===== src/rtl/core/lcdseq_pkg.sv =====
// Shared types, constants and sequence tables for the LCD command sequencer.
`default_nettype none

package lcdseq_pkg;

  // Command codes carried in the operation field.
  typedef enum logic [2:0] {
    OP_INIT     = 3'd0,
    OP_CLEAR    = 3'd1,
    OP_HOME     = 3'd2,
    OP_POS      = 3'd3,
    OP_CHAR     = 3'd4,
    OP_RAW_BYTE = 3'd5,
    OP_RAW_NIB  = 3'd6,
    OP_NONE     = 3'd7
  } op_e;

  localparam int unsigned WaitW   = 19;
  localparam int unsigned InitLen = 12;
  localparam int unsigned IdxW    = $clog2(InitLen);

  localparam logic [WaitW-1:0] WaitClear = 19'd2000;
  localparam logic [WaitW-1:0] WaitHome  = 19'd1600;
  localparam logic [WaitW-1:0] WaitShort = 19'd40;

  localparam logic [7:0] CmdClear  = 8'h01;
  localparam logic [7:0] CmdHome   = 8'h02;
  localparam logic [7:0] CmdSetPos = 8'h80;

  // One accepted command word.
  typedef struct packed {
    op_e              operation;
    logic             rs;
    logic [7:0]       value;
    logic [1:0]       row;
    logic [6:0]       col;
    logic [WaitW-1:0] delay_us;
  } cmd_t;

  // One nibble transfer on the LCD bus.
  typedef struct packed {
    logic             sel;
    logic [3:0]       nibble;
    logic [WaitW-1:0] wait_us;
    logic             last;
  } xfer_t;

  typedef struct packed {
    logic [3:0]       nibble;
    logic [WaitW-1:0] wait_us;
  } init_step_t;

  // Start address of each display row in display RAM.
  function automatic logic [6:0] row_base(input logic [1:0] row);
    logic [6:0] base;
    case (row)
      2'd0:    base = 7'h00;
      2'd1:    base = 7'h40;
      2'd2:    base = 7'h14;
      default: base = 7'h54;
    endcase
    return base;
  endfunction

  // Power-up sequence: three wake-up nibbles, switch to 4-bit mode, then
  // function set, display on, entry mode and clear, each high nibble first.
  function automatic init_step_t init_step(input logic [IdxW-1:0] idx);
    init_step_t s;
    case (idx)
      4'd0:    s = '{nibble: 4'h3, wait_us: 19'd4200};
      4'd1:    s = '{nibble: 4'h3, wait_us: 19'd100};
      4'd2:    s = '{nibble: 4'h3, wait_us: WaitShort};
      4'd3:    s = '{nibble: 4'h2, wait_us: WaitShort};
      4'd4:    s = '{nibble: 4'h2, wait_us: '0};
      4'd5:    s = '{nibble: 4'h8, wait_us: WaitShort};
      4'd6:    s = '{nibble: 4'h0, wait_us: '0};
      4'd7:    s = '{nibble: 4'hC, wait_us: WaitShort};
      4'd8:    s = '{nibble: 4'h0, wait_us: '0};
      4'd9:    s = '{nibble: 4'h6, wait_us: WaitShort};
      4'd10:   s = '{nibble: 4'h0, wait_us: '0};
      4'd11:   s = '{nibble: 4'h1, wait_us: WaitClear};
      default: s = '{nibble: 4'h0, wait_us: '0};
    endcase
    return s;
  endfunction

endpackage

`default_nettype wire


===== src/rtl/core/lcd_4bit_command_sequencer_unit.sv =====
// Top level of the character LCD 4-bit command sequencer.
`default_nettype none

// Takes one LCD command word and sends out its run of 4-bit bus transfers,
// one word per cycle through a registered output stage. A command is held in
// the input register while its run is produced; the next command is taken in
// the cycle its last transfer moves to the output register. Clear, home,
// position, character and raw byte send two transfers, raw nibble one and init
// twelve, and the unused operation code is dropped with no output. A stall on
// the output holds the run and, once the input register is busy, the input.
module lcd_4bit_command_sequencer_unit (
  input  logic        clk_i,
  input  logic        rst_ni,
  input  logic        in_valid_i,
  output logic        in_stall_o,
  input  logic [2:0]  operation_i,
  input  logic        rs_i,
  input  logic [7:0]  value_i,
  input  logic [1:0]  row_i,
  input  logic [6:0]  col_i,
  input  logic [18:0] delay_us_i,
  output logic        out_valid_o,
  input  logic        out_stall_i,
  output logic        sel_o,
  output logic [3:0]  nibble_o,
  output logic [18:0] wait_us_o,
  output logic        last_o
);
  import lcdseq_pkg::*;

  cmd_t            cmd_q;
  logic            cmd_valid_q;
  logic [IdxW-1:0] idx_q;
  xfer_t           out_q;
  logic            out_valid_q;

  xfer_t xfer;
  logic  emit;
  logic  out_free;
  logic  step;
  logic  done;
  logic  in_accept;

  lcdseq_xfer_gen u_xfer_gen (
    .cmd_i  (cmd_q),
    .idx_i  (idx_q),
    .xfer_o (xfer),
    .emit_o (emit)
  );

  // A transfer advances when the output stage can take it; a dropped
  // command needs no room.
  assign out_free   = !out_valid_q || !out_stall_i;
  assign step       = cmd_valid_q && (!emit || out_free);
  assign done       = step && xfer.last;
  assign in_stall_o = cmd_valid_q && !done;
  assign in_accept  = in_valid_i && !in_stall_o;

  // Input register and run position.
  always_ff @(posedge clk_i or negedge rst_ni) begin
    if (!rst_ni) begin
      cmd_valid_q <= 1'b0;
      idx_q       <= '0;
    end else if (in_accept) begin
      cmd_valid_q <= 1'b1;
      idx_q       <= '0;
    end else if (done) begin
      cmd_valid_q <= 1'b0;
    end else if (step) begin
      idx_q <= idx_q + 1'b1;
    end
  end

  always_ff @(posedge clk_i) begin
    if (in_accept) begin
      cmd_q <= '{operation: op_e'(operation_i), rs: rs_i, value: value_i,
                 row: row_i, col: col_i, delay_us: delay_us_i};
    end
  end

  // Output register.
  always_ff @(posedge clk_i or negedge rst_ni) begin
    if (!rst_ni) begin
      out_valid_q <= 1'b0;
    end else if (step && emit) begin
      out_valid_q <= 1'b1;
    end else if (!out_stall_i) begin
      out_valid_q <= 1'b0;
    end
  end

  always_ff @(posedge clk_i) begin
    if (step && emit) begin
      out_q <= xfer;
    end
  end

  assign out_valid_o = out_valid_q;
  assign sel_o       = out_q.sel;
  assign nibble_o    = out_q.nibble;
  assign wait_us_o   = out_q.wait_us;
  assign last_o      = out_q.last;

`ifndef NO_ASSERTIONS
  // The run position never runs past the init table.
  a_idx_range: assert property (@(posedge clk_i) disable iff (!rst_ni)
    cmd_valid_q |-> idx_q <= IdxW'(InitLen - 1))
    else $error("run position beyond init sequence");

  // Commands other than init stop after at most two transfers.
  a_short_run: assert property (@(posedge clk_i) disable iff (!rst_ni)
    (cmd_valid_q && cmd_q.operation != OP_INIT) |-> idx_q <= IdxW'(1))
    else $error("short command run too long");

  // A new command is only taken once the held one has finished.
  a_no_overwrite: assert property (@(posedge clk_i) disable iff (!rst_ni)
    in_accept |-> (!cmd_valid_q || done))
    else $error("held command overwritten");

  // Finishing a run with no new command frees the input register.
  a_release: assert property (@(posedge clk_i) disable iff (!rst_ni)
    (done && !in_accept) |=> !cmd_valid_q)
    else $error("input register not released");

  // A stalled output word is not overwritten by the next transfer.
  a_out_hold: assert property (@(posedge clk_i) disable iff (!rst_ni)
    (out_valid_q && out_stall_i) |-> !(step && emit))
    else $error("stalled output word overwritten");
`endif

endmodule

`default_nettype wire


===== src/rtl/core/lcdseq_xfer_gen.sv =====
// Builds the nibble transfer at a given position of a command's run.
`default_nettype none

module lcdseq_xfer_gen (
  input  lcdseq_pkg::cmd_t              cmd_i,
  input  logic [lcdseq_pkg::IdxW-1:0]   idx_i,
  output lcdseq_pkg::xfer_t             xfer_o,
  output logic                          emit_o
);
  import lcdseq_pkg::*;

  logic [7:0]       byte_val;
  logic             byte_sel;
  logic [WaitW-1:0] byte_wait;
  logic [6:0]       pos_addr;
  init_step_t       init_s;

  assign pos_addr = row_base(cmd_i.row) + cmd_i.col;
  assign init_s   = init_step(idx_i);

  // Byte, register select and final wait for the two-nibble commands and raw nibble.
  always_comb begin
    byte_val  = cmd_i.value;
    byte_sel  = 1'b0;
    byte_wait = WaitShort;
    case (cmd_i.operation)
      OP_CLEAR: begin
        byte_val  = CmdClear;
        byte_wait = WaitClear;
      end
      OP_HOME: begin
        byte_val  = CmdHome;
        byte_wait = WaitHome;
      end
      OP_POS: begin
        byte_val = CmdSetPos | {1'b0, pos_addr};
      end
      OP_CHAR: begin
        byte_sel = 1'b1;
      end
      OP_RAW_BYTE, OP_RAW_NIB: begin
        byte_sel  = cmd_i.rs;
        byte_wait = cmd_i.delay_us;
      end
      default: begin
        byte_val = cmd_i.value;
      end
    endcase
  end

  // Pick the transfer: init walks its table, raw nibble is a single word,
  // other commands send the high nibble first and the low nibble last.
  always_comb begin
    emit_o = 1'b1;
    xfer_o = '0;
    case (cmd_i.operation)
      OP_INIT: begin
        xfer_o.nibble  = init_s.nibble;
        xfer_o.wait_us = init_s.wait_us;
        xfer_o.last    = (idx_i == IdxW'(InitLen - 1));
      end
      OP_RAW_NIB: begin
        xfer_o.sel     = byte_sel;
        xfer_o.nibble  = cmd_i.value[3:0];
        xfer_o.wait_us = byte_wait;
        xfer_o.last    = 1'b1;
      end
      OP_NONE: begin
        emit_o      = 1'b0;
        xfer_o.last = 1'b1;
      end
      default: begin
        xfer_o.sel     = byte_sel;
        xfer_o.nibble  = idx_i[0] ? byte_val[3:0] : byte_val[7:4];
        xfer_o.wait_us = idx_i[0] ? byte_wait : '0;
        xfer_o.last    = idx_i[0];
      end
    endcase
  end

endmodule

`default_nettype wire


===== config.mk =====
export PLATFORM = sky130hd
export DESIGN_NAME = lcd_4bit_command_sequencer_unit
export DESIGN_NICKNAME = d
export VERILOG_FILES = /design/src/rtl/core/lcdseq_pkg.sv /design/src/rtl/core/lcd_4bit_command_sequencer_unit.sv /design/src/rtl/core/lcdseq_xfer_gen.sv
export SDC_FILE = /design/constraint.sdc
export NUM_CORES = 1
export LEC_CHECK = 0
export BUFFER_PORTS_ARGS = -buffer_cell sky130_fd_sc_hd__buf_2
export CELL_PAD_IN_SITES_DETAIL_PLACEMENT = 1
export CELL_PAD_IN_SITES_GLOBAL_PLACEMENT = 1
export CORE_MARGIN = 1.5
export CORE_UTILIZATION = 39
export DETAILED_ROUTE_END_ITERATION = 6
export PLACE_DENSITY_LB_ADDON = 0.1
export SKIP_CTS_REPAIR_TIMING = 1
export SLEW_MARGIN = 30
export SYNTH_ARGS = -nofsm -noshare
export SYNTH_HDL_FRONTEND = slang
export SYNTH_SLANG_ARGS = --single-unit

===== constraint.sdc =====
create_clock -name clk_i -period 2.97 [get_ports clk_i]
set_clock_uncertainty 0.15 [all_clocks]
set_input_delay 0.297 -clock clk_i [delete_from_list [all_inputs] [get_ports clk_i]]
set_output_delay 0.297 -clock clk_i [all_outputs]
set_load 0.05 [all_outputs]

==> results.sh, run 1 <==
export IMPL_outcome="finished clean"
export IMPL_place_inst=389
export IMPL_crit_start="cmd_q[37]$_DFFE_PP_"
export IMPL_grt_pass1_wl_mm=10.8
export IMPL_r2r_slack_ps=490
export IMPL_firstDrtPassIters=4
export IMPL_dpl_hpwl_mm=4.76
export IMPL_root_buffer="clkbuf_8"
export IMPL_endpoint_kind="output port"
export IMPL_drc=0
export IMPL_maxCapViolCount=0
export IMPL_crit_arrival_ps=2330
export IMPL_reg2reg_depth=6
export IMPL_clock_fmax_ghz=0.360
export IMPL_synth_compound_area_frac=0.138
export IMPL_cts_tree="done"
export IMPL_setup_viol=0
export IMPL_drt_iter0_drc=48
export IMPL_htree_levels=3
export IMPL_synth_fa_ha_area_frac=0.0560
export IMPL_clock_latency_ps=340
export IMPL_grt_antenna_before_repair=0
export IMPL_setup_ws_ps=190
export IMPL_timing_rr_start="cmd_q[37]$_DFFE_PP_"
export IMPL_cp_data_required_time_ps=2520
export IMPL_hold_slack_ps=34.1
export IMPL_r2r_end="cmd_q[34]$_DFFE_PP_"
export IMPL_nets=397
export IMPL_ys_seq_elements=71
export IMPL_wl_per_cell_um=16.2
export IMPL_syn2layout_area_growth_pct=34.6
export IMPL_multi_input_area_um2=948
export IMPL_tns_ps=0
export IMPL_ant_nets=0
export IMPL_worst_pin_slew_ps=538
export IMPL_grt_ovfl_total=0
export IMPL_vias=2224
export IMPL_clock_sinks=71
export IMPL_cts_buffer_depth=2
export IMPL_yosys_most_used_dff="edfxtp_1"
export IMPL_ys_warn_count=0
export IMPL_core_um2=7730
export IMPL_synth_cell_type_count=43
export IMPL_combinationalPowerShare=0.369
export IMPL_total_leakage_power_nw=1.73
export IMPL_hold_violations=0
export IMPL_synth_edff_count=65
export IMPL_fin_area_um2=4210
export IMPL_worstHoldPathType="in2reg"
export IMPL_fin_crit_sh=0.936
export IMPL_insertedDiodeCount=0
export IMPL_max_slew_margin=0.641
export IMPL_syn_cell_area_um2=3130
export IMPL_die_width_um=92.5
export IMPL_final_fill_count=796
export IMPL_p_sw_frac=0.394
export IMPL_synth_nets=277
export IMPL_crit_end="in_stall_o"
export IMPL_layoutNonFillerInstCount=446
export IMPL_gp_congestion=0.773
export IMPL_setup_worst_path_class="reg2out"
export IMPL_async_flop_share=0.0845
export IMPL_cp_max_fo=3
export IMPL_clk_pin_slew_ps=70
export IMPL_start_util=0.404
export IMPL_total_power_mw=3.40
export IMPL_synthXorXnorAreaFrac=0.00841
export IMPL_finalCriticalPeriod_ps=2780
export IMPL_drive_gt1_frac=0.285
export IMPL_fin_util=0.545
export IMPL_grt_pass1_vias=2115
export IMPL_chipHeight_um=92.5
export IMPL_preCtsSetupSlack_ps=247
export IMPL_grtUsageTotal=0.167
export IMPL_numCtsBuffers=9
export IMPL_wl_mm=7.24
export IMPL_clkPwrFrac=0.199
export IMPL_rows=32
export IMPL_max_vdd_ir_drop_mv=0.329
export IMPL_vias_per_cell=4.99
export IMPL_pwr_share_seq=0.432
export IMPL_synth_simple_area_share=0.0881
export IMPL_ys_seq_area_frac=0.673
export IMPL_pwr_density_cell_nw_per_um2=807
export IMPL_postSynthCellCount=219
export IMPL_place_area_um2=3620
export IMPL_internal_power_mw=2.06
export IMPL_grt_setup_unrepaired="no"
export IMPL_grt_max_degree=41
export IMPL_ioPinCount=71
export IMPL_portBuffers=70
export IMPL_power_switching_mw=1.34
export IMPL_startpoint_type="flip-flop"
export IMPL_timing_final_max_slew_violations=0
export IMPL_avgSynthCellArea_um2=14.3
export IMPL_die_area_um2=8560
export IMPL_final_seq_area_um2=2100
export IMPL_holdPathStages=2
export IMPL_muxShareOfSynthArea=0.0112
export IMPL_synth_top_family_by_area="compound AO/OA/AOI/OAI gates"
## sequential cells by signal, summed over array words and instances, names as in the netlist
name and flops:
last_o 1, out_valid_o 1, nibble_o 4, cmd_valid_q 1, wait_us_o 19, sel_o 1
idx_q 4, cmd_q 40
## cells in the mapped netlist, types with 5 or more instances
library cell,count,area [um2]
edfxtp_1,65,1950
ha_1,14,175
inv_1,12,45.0
a21oi_1,11,55.1
nor2b_1,11,68.8
and2_1,10,62.6
o31ai_1,10,75.1
clkbuf_1,8,30.0
o21ai_0,8,40.0
dfrtp_1,6,150
nand2_1,5,18.8
nand2b_1,5,31.3
nor2_1,5,18.8
## kinds of logic (layout without fill, tap and decap cells)
kind of cell	Yosys count	in the layout
flops	71	71
mux	3	3
xor+xnor	3	3
simple gates	47	47
buf+inv	21	146
fa+ha+maj	14	14
compound gates	60	60
## how the worst min path moves through the flow
stage / from / end / slack [ps]
final: out_stall_i / out_valid_o$_DFFE_PN0P_ / 30
after global routing: out_stall_i / out_valid_o$_DFFE_PN0P_ / 30
after CTS: rst_ni / cmd_valid_q$_DFFE_PN0P_ / -390
after detailed placement: rst_ni / out_valid_o$_DFFE_PN0P_ / -10
after global placement: rst_ni / out_valid_o$_DFFE_PN0P_ / -20
after floorplan: rst_ni / cmd_valid_q$_DFFE_PN0P_ / -150
## final cells by class
class / count / share of cell area
multi-input combinational: 127 / 0.225
tap: 102 / 0.0303
inverter: 12 / 0.0107
clock inverter: 7 / 0.0113
clock buffer: 9 / 0.0294
sequential: 71 / 0.500
timing repair buffer: 118 / 0.193
## routing by layer
layer	vias to the layer above	GRT usage	share of wire
met5	-	0	0
met4	0	0.0692	0.016
met3	11	0.0386	0.035
met2	48	0.271	0.50
met1	1082	0.215	0.45
li1	1083	-	-
## power by group through the flow
| stage | Combinational [mW] | Sequential (mW) | Clock, mW |
|---|---|---|---|
| after global routing | 1.35 | 1.49 | 0.733 |
| after detailed placement | 1.22 | 1.49 | 0 |
| after floorplan | 0.497 | 1.87 | 0 |
| after global placement | 1.20 | 1.49 | 0 |
| final | 1.25 | 1.47 | 0.676 |
| after CTS | 1.22 | 1.47 | 0.697 |
## critical path: stages (launching register included)
cell	delay [ps]
edfxtp_1	390
inv_1	80
ha_1	210
or4b_1	550
o31ai_1	110
o21ai_0	190
buf_4	170
inv_1	40
buf_2	250
## cell usage in the layout, fill, tap and decap left out, drive strengths merged, types with 2 or more instances in the layout
master       count
buf             77
edfxtp          65
dlygate4sd3     41
ha              14
inv             13
nor2b           11
a21oi           11
o31ai           10
and2            10
clkbuf           9
o21ai            8
dfrtp            6
nand2b           5
nand2            5
nor2             5
a21o             4
a22o             4
clkinv           4
nand3            3
a221oi           3
a32oi            3
a31oi            2
o21bai           2
xnor2            2
or2              2
nor3b            2
a32o             2
mux2i            2
clkinvlp         2
(Power assumes the default switching activity.)
==> run 2: changes to the inputs <==
CORE_UTILIZATION = 41   (was 39)
CTS_BUF_LIST = sky130_fd_sc_hd__clkbuf_8   (was default)
clock period = 2.4 ns   (was 2.97 ns; I/O delays follow)
==> run 2 against run 1 <==
Effect of this change: the run now ends with setup timing left; final cell count grew 1.1%; critical path depth decreased by 1; global-route usage up 1.0 points; sequential power rose by 23%; first-iteration DRC count up 96%.
==> results.sh, run 2 (synthesis results as in run 1) <==
export IMPL_cp_data_required_time_ps=2010
export IMPL_final_seq_area_um2=2100
export IMPL_max_vdd_ir_drop_mv=0.479
export IMPL_vias=2314
export IMPL_portBuffers=70
export IMPL_chipHeight_um=90.3
export IMPL_wl_mm=7.82
export IMPL_worst_pin_slew_ps=488
export IMPL_ant_nets=0
export IMPL_grt_pass1_vias=2143
export IMPL_grt_setup_unrepaired="yes"
export IMPL_final_fill_count=742
export IMPL_crit_start="cmd_q[37]$_DFFE_PP_"
export IMPL_startpoint_type="flip-flop"
export IMPL_r2r_end="cmd_q[37]$_DFFE_PP_"
export IMPL_dpl_hpwl_mm=4.85
export IMPL_place_area_um2=3660
export IMPL_violations="setup timing"
export IMPL_clock_sinks=71
export IMPL_drt_iter0_drc=94
export IMPL_ioPinCount=71
export IMPL_mostFrequentLayoutCells="buf_2 (69), edfxtp_1 (65), dlygate4sd3_1 (42)"
export IMPL_pwr_density_cell_nw_per_um2=1030
export IMPL_wl_per_cell_um=17.3
export IMPL_fin_crit_sh=1.02
export IMPL_hold_violations=0
export IMPL_place_inst=390
export IMPL_hold_slack_ps=53.0
export IMPL_timing_final_max_slew_violations=0
export IMPL_worstHoldPathType="in2reg"
export IMPL_setup_viol=1
export IMPL_clock_latency_ps=350
export IMPL_grt_antenna_before_repair=0
export IMPL_die_area_um2=8160
export IMPL_cts_tree="done"
export IMPL_finalCriticalPeriod_ps=2440
export IMPL_root_buffer="clkbuf_8"
export IMPL_tns_ps=-40.8
export IMPL_syn2layout_area_growth_pct=39.0
export IMPL_firstDrtPassIters=4
export IMPL_start_util=0.426
export IMPL_drive_gt1_frac=0.313
export IMPL_multi_input_area_um2=981
export IMPL_layout_commonest_cell="buf_2"
export IMPL_layoutNonFillerInstCount=451
export IMPL_grt_pass1_wl_mm=11.0
export IMPL_crit_end="in_stall_o"
export IMPL_clk_pin_slew_ps=80
export IMPL_htree_levels=3
export IMPL_outcome="finished with violations"
export IMPL_cp_max_fo=3
export IMPL_grtUsageTotal=0.177
export IMPL_endpoint_kind="output port"
export IMPL_crit_arrival_ps=2050
export IMPL_clock_fmax_ghz=0.410
export IMPL_numCtsBuffers=9
export IMPL_holdPathStages=3
export IMPL_max_flop_register="cmd_q"
export IMPL_core_um2=7330
export IMPL_cts_buffer_depth=2
export IMPL_largest_reg_flops=40
export IMPL_max_slew_margin=0.674
export IMPL_r2r_slack_ps=130
export IMPL_fin_area_um2=4350
export IMPL_timing_rr_start="idx_q[0]$_DFFE_PN0P_"
export IMPL_insertedDiodeCount=0
export IMPL_nets=405
export IMPL_rows=31
export IMPL_setup_worst_path_class="reg2out"
export IMPL_vias_per_cell=5.13
export IMPL_drc=0
export IMPL_total_leakage_power_nw=1.78
export IMPL_setup_ws_ps=-40.8
export IMPL_maxCapViolCount=0
export IMPL_grt_ovfl_total=0
export IMPL_gp_congestion=0.781
export IMPL_grt_max_degree=41
export IMPL_die_width_um=90.3
export IMPL_reg2reg_depth=6
## run 2: stage by stage
stage,power (mW),util,setup WS [ps]
after floorplan,2.92,-,178
after global placement,3.37,0.500,131
after detailed placement,3.40,0.500,61.9
after CTS,4.34,0.526,-303
after global routing,4.68,0.593,-106
final,4.48,0.593,-40.8
## run 2: final cells by class
cell class	instances	area share
Clock buffer	9	0.0285
Clock inverter	7	0.0167
Inverter	12	0.0109
Multi-Input combinational cell	128	0.226
Sequential cell	71	0.484
Tap cell	99	0.0285
Timing Repair Buffer	125	0.206
## run 2: how the worst min path moves through the flow
stage / startpoint / to / slack (ps)
3_5_place_dp: rst_ni / out_valid_o$_DFFE_PN0P_ / -70
4_1_cts: rst_ni / out_valid_o$_DFFE_PN0P_ / -440
3_3_place_gp: rst_ni / out_valid_o$_DFFE_PN0P_ / -70
2_1_floorplan: rst_ni / cmd_valid_q$_DFFE_PN0P_ / -210
5_1_grt: in_valid_i / cmd_valid_q$_DFFE_PN0P_ / 80
6_report: in_valid_i / cmd_valid_q$_DFFE_PN0P_ / 50
## run 2: report_power, final
group | leakage [nW] | internal, mW | switching [mW]
clock | 0.0893 | 0.479 | 0.469
sequential | 0.703 | 1.70 | 0.114
combinational | 0.992 | 0.563 | 1.16
## run 2: routing by layer
layer  global-route usage  wire length [um]  vias up
met2                0.292              3980       59
met4               0.0675               138        0
met1                0.229              3450     1146
met5                    0                 0        -
met3               0.0387               256       12
li1                     -                 -     1097
## run 2: worst max-delay path, cell delays in order (launching register included)
cell and delay (ps):
edfxtp_1 430, ha_2 210, or4b_4 550, o31ai_4 90, o21ai_2 100, buf_6 150, inv_4 40, buf_8 130
